## src/rtl/nafa_pkg.sv

```systemverilog
// ----------------------------------------------------------------------------
// nafa_pkg
// Shared types, constants and helpers of the neighbor-aware frame allocator.
// ----------------------------------------------------------------------------
package nafa_pkg;

	localparam int NUM_FRAMES_DEF     = 65536;
	localparam int UNTAGGED_BELOW_DEF = 1024;

	// free map row geometry
	localparam int ROW_BITS  = 16;
	localparam int ROW_IDX_W = 4;

	localparam logic [15:0] TAG_UNTOUCHED = 16'h0000;
	localparam logic [15:0] TAG_FREE      = 16'hFFFF;
	localparam logic [15:0] TAG_UNKNOWN   = 16'hFFFE;

	localparam logic [15:0] LOWEST_RST = 16'd0;
	localparam logic [16:0] LIMIT_RST  = 17'd57344;

	localparam logic REG_LOWEST = 1'b0;
	localparam logic REG_LIMIT  = 1'b1;

	typedef enum logic [1:0] {
		OP_FREE    = 2'd0,
		OP_ALLOC   = 2'd1,
		OP_ALLOC_U = 2'd2,
		OP_READ    = 2'd3
	} op_t;

	typedef enum logic [1:0] {
		ST_DONE    = 2'd0,
		ST_NOFRAME = 2'd1,
		ST_BOUNDS  = 2'd2
	} status_t;

	typedef struct packed {
		logic [1:0]  op;
		logic [15:0] frame;
		logic [14:0] pid;
	} req_t;

	typedef struct packed {
		logic [1:0]         status;
		logic [15:0]        frame_out;
		logic signed [15:0] tag_out;
	} rsp_t;

	typedef struct packed {
		logic [15:0] lowest_frame;
		logic [16:0] frame_limit;
	} cfg_t;

	typedef enum logic [3:0] {
		S_CLEAR,
		S_IDLE,
		S_FREE_RD,
		S_FREE_WR,
		S_READ_RD,
		S_READ_OUT,
		S_ROW_RD,
		S_ROW_WAIT,
		S_PICK,
		S_LEFT_RD,
		S_LEFT_CHK,
		S_RIGHT_CHK,
		S_FIN_RD,
		S_FIN
	} state_t;

	// index of highest set bit
	function automatic logic [ROW_IDX_W-1:0] hi_bit(input logic [ROW_BITS-1:0] v);
		logic [ROW_IDX_W-1:0] r;
		r = '0;
		for (int i = 0; i < ROW_BITS; i++) begin
			if (v[i]) r = ROW_IDX_W'(i);
		end
		return r;
	endfunction

	function automatic logic pair_ok(input logic [15:0] l, input logic [15:0] r,
		input logic [15:0] p);
		return (l == TAG_FREE && r == TAG_FREE) || (l == p && r == TAG_FREE) ||
			(l == TAG_FREE && r == p) || (l == p && r == p) ||
			(l == p && r == TAG_UNKNOWN) || (l == TAG_UNKNOWN && r == p) ||
			(l == TAG_FREE && r == TAG_UNKNOWN) || (l == TAG_UNKNOWN && r == TAG_FREE);
	endfunction

endpackage

```

## src/rtl/nafa_regs.sv

```systemverilog
// ----------------------------------------------------------------------------
// nafa_regs
// APB configuration registers: lowest frame and frame limit.
// ----------------------------------------------------------------------------
module nafa_regs import nafa_pkg::*; (
	input  logic        clk,
	input  logic        arst_n,
	input  logic        psel,
	input  logic        penable,
	input  logic        pwrite,
	input  logic [2:0]  paddr,
	input  logic [31:0] pwdata,
	output logic [31:0] prdata,
	output logic        pready,
	output cfg_t        cfg
);

	logic [15:0] lowest_q;
	logic [16:0] limit_q;
	logic        wr_en;

	assign pready = 1'b1;
	assign wr_en  = psel & penable & pwrite;

	always_ff @(posedge clk or negedge arst_n) begin
		if (!arst_n) begin
			lowest_q <= LOWEST_RST;
			limit_q  <= LIMIT_RST;
		end else if (wr_en) begin
			unique case (paddr[2])
				REG_LOWEST: lowest_q <= pwdata[15:0];
				REG_LIMIT:  limit_q  <= pwdata[16:0];
				default: ;
			endcase
		end
	end

	always_comb begin
		unique case (paddr[2])
			REG_LOWEST: prdata = {16'd0, lowest_q};
			REG_LIMIT:  prdata = {15'd0, limit_q};
			default:    prdata = '0;
		endcase
	end

	assign cfg.lowest_frame = lowest_q;
	assign cfg.frame_limit  = limit_q;

endmodule
```

## config.mk

```make
export PLATFORM = sky130hd
export DESIGN_NAME = nafa_regs
export DESIGN_NICKNAME = d
export VERILOG_FILES = /design/src/rtl/nafa_pkg.sv /design/src/rtl/nafa_regs.sv
export SDC_FILE = /design/constraint.sdc
export NUM_CORES = 1
export LEC_CHECK = 0
export ABC_AREA = 1
export BUFFER_PORTS_ARGS = -buffer_cell sky130_fd_sc_hd__buf_2
export CAP_MARGIN = 20
export CORE_AREA = 10 10 75 77
export CTS_CLUSTER_DIAMETER = 150
export DETAILED_ROUTE_END_ITERATION = 8
export DIE_AREA = 0 0 85 87
export PLACE_DENSITY = 0.78
export SLEW_MARGIN = 10
export SYNTH_ARGS = -nofsm -noshare
export SYNTH_HDL_FRONTEND = slang
export SYNTH_SLANG_ARGS = --single-unit
```

## constraint.sdc

```tcl
create_clock -name clk -period 0.8 [get_ports clk]
set_clock_uncertainty 0.05 [all_clocks]
set_input_delay 0.08 -clock clk [delete_from_list [all_inputs] [get_ports clk]]
set_output_delay 0.08 -clock clk [all_outputs]
set_load 0.03 [all_outputs]
```

# Yosys cells after proc, flatten, opt, wreduce, memory -nomap -nowiden
# Index checks and enable logic that the tools add are counted.
[classes]
bitwise_logic = 3
reduce_logical = 2
n_mux = 1
[ops]
columns = ["cell", "n"]
rows = [
  ["case mux 32 bit (2 select lines)", 1],
  ["AND reduction 2 bit", 2],
  ["bitwise AND 1 bit", 2],
  ["NOT 1 bit", 1],
]
[word_totals]
wordCells = 8
ff_bits = 33
inputBits = 40

# Logic depth before layout (Yosys ltp)
[logic_depth]
depth_word = 3
mapped_depth = 6
depth_no_buf = 4

# Worst setup path before layout
# Ideal clock, no wire load.
[synth_timing]
kind = "register to output"
startpoint = "reg limit_q[13]"
endpoint = "out prdata[13]"
setup_slack_ps = -233
arrival_ps = 903
path_stages_with_launch = 3
path_cell_list = "dfstp_2 > nand2_1 > nand2_1"
[synth_between]
elab_chain_cells = 1
[synth_lines]
columns = ["element", "line", "text"]
rows = [
  ["start: declaration", "nafa_regs.sv:19", "logic [16:0] limit_q;"],
  ["start signal: assignment", "nafa_regs.sv:32", "REG_LIMIT: limit_q <= pwdata[16:0];"],
  ["case mux 32 bit (2 select lines)", "nafa_regs.sv:39", "unique case (paddr[2])"],
  ["end: declaration", "nafa_regs.sv:13", "output logic [31:0] prdata,"],
]
# No other way between the ends. The select of a mux whose other input is x is not followed.

# Worst setup path after layout
[layout_timing]
startpoint = "reg limit_q[15]"
endpoint = "out prdata[15]"
# The elaborated chain is that of the path after synthesis.

==> impl_metrics.yaml <==
yosys:
  synth_fa_ha_area_share_pct: 0
  synthXorXnorAreaFrac_pct: 0
  syn_area_mm2: 0.00172
  yosysSeqAreaShare_pct: 48.3
  synth_warnings: 0
  synthMuxAreaShare_pct: 0
  netlist_top_cells_area: "dfrtp_1 (44%), nand2_1 (25%), nand3_1 (9.3%), buf_4 (9.2%), dfstp_2 (4.6%)"
  async_reset_ff_share_pct: 100
  synth-simple-area-share_pct: 38.0
  yosysTopAreaCell: "dfrtp_1"
  synthTopCellsByCount: "nand2_1 (115), nand3_1 (32), dfrtp_1 (30)"
  synth-edff-count: 0
  ys_ff_latch: 33
  synth.distinct_cells: 15
  syn_inst: 218
  synth-compound-area-share_pct: 0
  yosysMostFrequentCell: "nand2_1"
  syn_avg_cell_area_um2: 7.89
  synth_top_family_by_area: "simple AND/OR/NAND/NOR gates"
  synth.top_cell.area_share_pct: 43.7
  synth_ff_type: "dfrtp_1"
worst_setup_path:
  crit_type: "reg2out"
  cp-end-kind: "primary output"
  crit_path_cell_trace: "nand2_2 -> nand2_4 -> buf_6"
  r2r_start: "limit_q[14]$_DFFE_PN1P_"
  crit_fanout: 3
  reg2reg_depth: 4
  start_kind: "register"
  critPathArrivalTime_ns: 1.10
  crit_required_ns: 0.67
  slowest_stage: "dfstp_2"
  cpPeakStageDelay_ns: 0.55
  startpoint: "limit_q[15]$_DFFE_PN1P_"
timing:
  maxSlewViolCount: 0
  setup_tns_ns: -12.97
  setup_viol: 55
  holdWs_ns: 0.00562
  setup_ws_ns: -0.435
  fin_crit_sh_pct: 154
  period_minus_slack_ns: 1.23
  rsz0062_at_grt: "true"
  fmax_ghz: 0.810
  hold_violations: 0
grt:
  antenna_found_initial: 0
  grt_pass1_vias: 1901
  grt_overflow: 0
  grt_max_degree: 34
  grt_usage_pct: 15.3
  grt_pass1_wl_um: 9310
placed_design:
  dp_hpwl_um: 3890
  portBuffers: 72
  place_congestion: 0.739
floorplan:
  die_x_um: 85
  start_util_pct: 40.6
  die_y_um: 87
  coreArea_mm2: 0.00423
  die_area_mm2: 0.00740
  io_pins: 106
  row_count: 24
cts:
  cts-root-buf: "clkbuf_8"
  cts_sinks: 33
  cts.clk_slew.worst_paths_ns: 0.06
  cts_tree: "done"
  clock_path_buffers: 2
  clk_latency_ns: 0.28
  numCtsBuffers: 5
  cts.htree.levels: 2
route:
  ant_nets: 0
  dr_total_vias: 1784
  wl_per_cell_um: 15.6
  avgViaCountPerCell: 4.73
  drt_first_pass_iters: 5
  wirelength_um: 5900
  drt-initial-drc-count: 110
  drc: 0
power:
  p_leak_nw: 1.56
  p_per_area_mw_per_mm2: 2350
  vdd_ir_drop_max_mv: 1.35
final_layout:
  final_layout_size_suffix_gt1_share_pct: 60.6
  syn2layout_area_growth_pct: 79.7
  nFillCells: 315
  nNetsFinal: 364
  num_antenna_cells: 0
hold_path:
  worstHoldStart: "pwdata[11]"
  hp-class: "in2reg"
  min_delay_path_depth: 3
status:
  violations: "setup timing"
  status: "finished, violations left"
job:
  cap_violations: 0
## what timing repair did
item                                    4_1_cts  5_1_grt
pin swaps                                    18       12
buffers inserted                              4        7
hold endpoints to repair                     60        0
resized for setup                            97       24
gates cloned                                  0        0
endpoints found under the setup margin       51       57
hold buffers                                 16        0
## sequential cells by signal, indices dropped and copies added (netlist names)
name,cells
lowest_q,16
limit_q,17
## power breakdown
group | internal, mW | switching [mW] | total (mW)
Sequential | 2.06 | 0.374 | 2.43
Combinational | 1.53 | 1.94 | 3.47
Clock | 0.777 | 0.585 | 1.36
Total | 4.36 | 2.90 | 7.26
## per-layer routing
metal	routed length (µm)	GRT usage, %	vias up
li1	-	-	857
met1	2300	16.8	856
met2	3130	26.5	66
met3	394	5.15	5
met4	76	5.99	0
met5	0	0	-
## worst max-delay path: cells and delay by family, from the launching register on
| kind | cells | cell delay (ns) |
|---|---|---|
| flip-flops | 1 | 0.55 |
| AND/OR/NAND/NOR | 2 | 0.14 |
| buffers and inverters | 1 | 0.13 |
## final cells by class
type / count / area (µm²) / area share (%)
Timing Repair Buffer: 113 / 1120 / 36.2
Multi-Input combinational cell: 168 / 928 / 30.1
Sequential cell: 33 / 863 / 27.9
Clock buffer: 7 / 96.3 / 3.12
Tap cell: 52 / 65.1 / 2.11
Inverter: 3 / 13.8 / 0.446
Clock inverter: 1 / 5.00 / 0.162
## kinds of logic (layout without fill, tap and decap cells)
group | Yosys count | count (layout)
buffers and inverters | 31 | 124
DFF | 33 | 33
and+or+nand+nor | 152 | 152
other | 2 | 16
## through the flow
stage / std cells / utilization, % / power, mW / instance area [µm²] / worst slack, ns
after detailed placement: 343 / 56.3 / 4.93 / 2380 / -0.165
after CTS: 371 / 70.3 / 7.09 / 2980 / -0.422
after global placement: 343 / 56.3 / 4.88 / 2380 / -0.149
after global routing: 377 / 73.0 / 7.63 / 3090 / -0.462
final: 377 / 73.0 / 7.26 / 3090 / -0.435
after floorplan: 232 / - / 4.18 / 2010 / -0.137
## final timing paths
check | slack (ns) | end
worst max-delay path | -0.43 | prdata[15]
worst min-delay path | 0.006 | lowest_q[11]$_DFFE_PN0P_
worst max register to register | -0.12 | limit_q[14]$_DFFE_PN1P_
worst min register to register | 0.44 | limit_q[13]$_DFFE_PN1P_
max in group asynchronous | 0.22 | limit_q[15]$_DFFE_PN1P_
min in group asynchronous | 0.23 | limit_q[4]$_DFFE_PN0P_
## cells in the final DEF, fill, tap and decap left out, drive strengths merged
cell type    synthesis  final
buf                 28     97
clkbuf               0      7
clkinv               0      1
conb                 2     16
dfrtp               30     30
dfstp                3      3
dlygate4sd3          0     16
inv                  3      3
nand2              116    116
nand3               33     33
nand4                2      2
nor2                 1      1
Power figures use the tool's default switching activity.
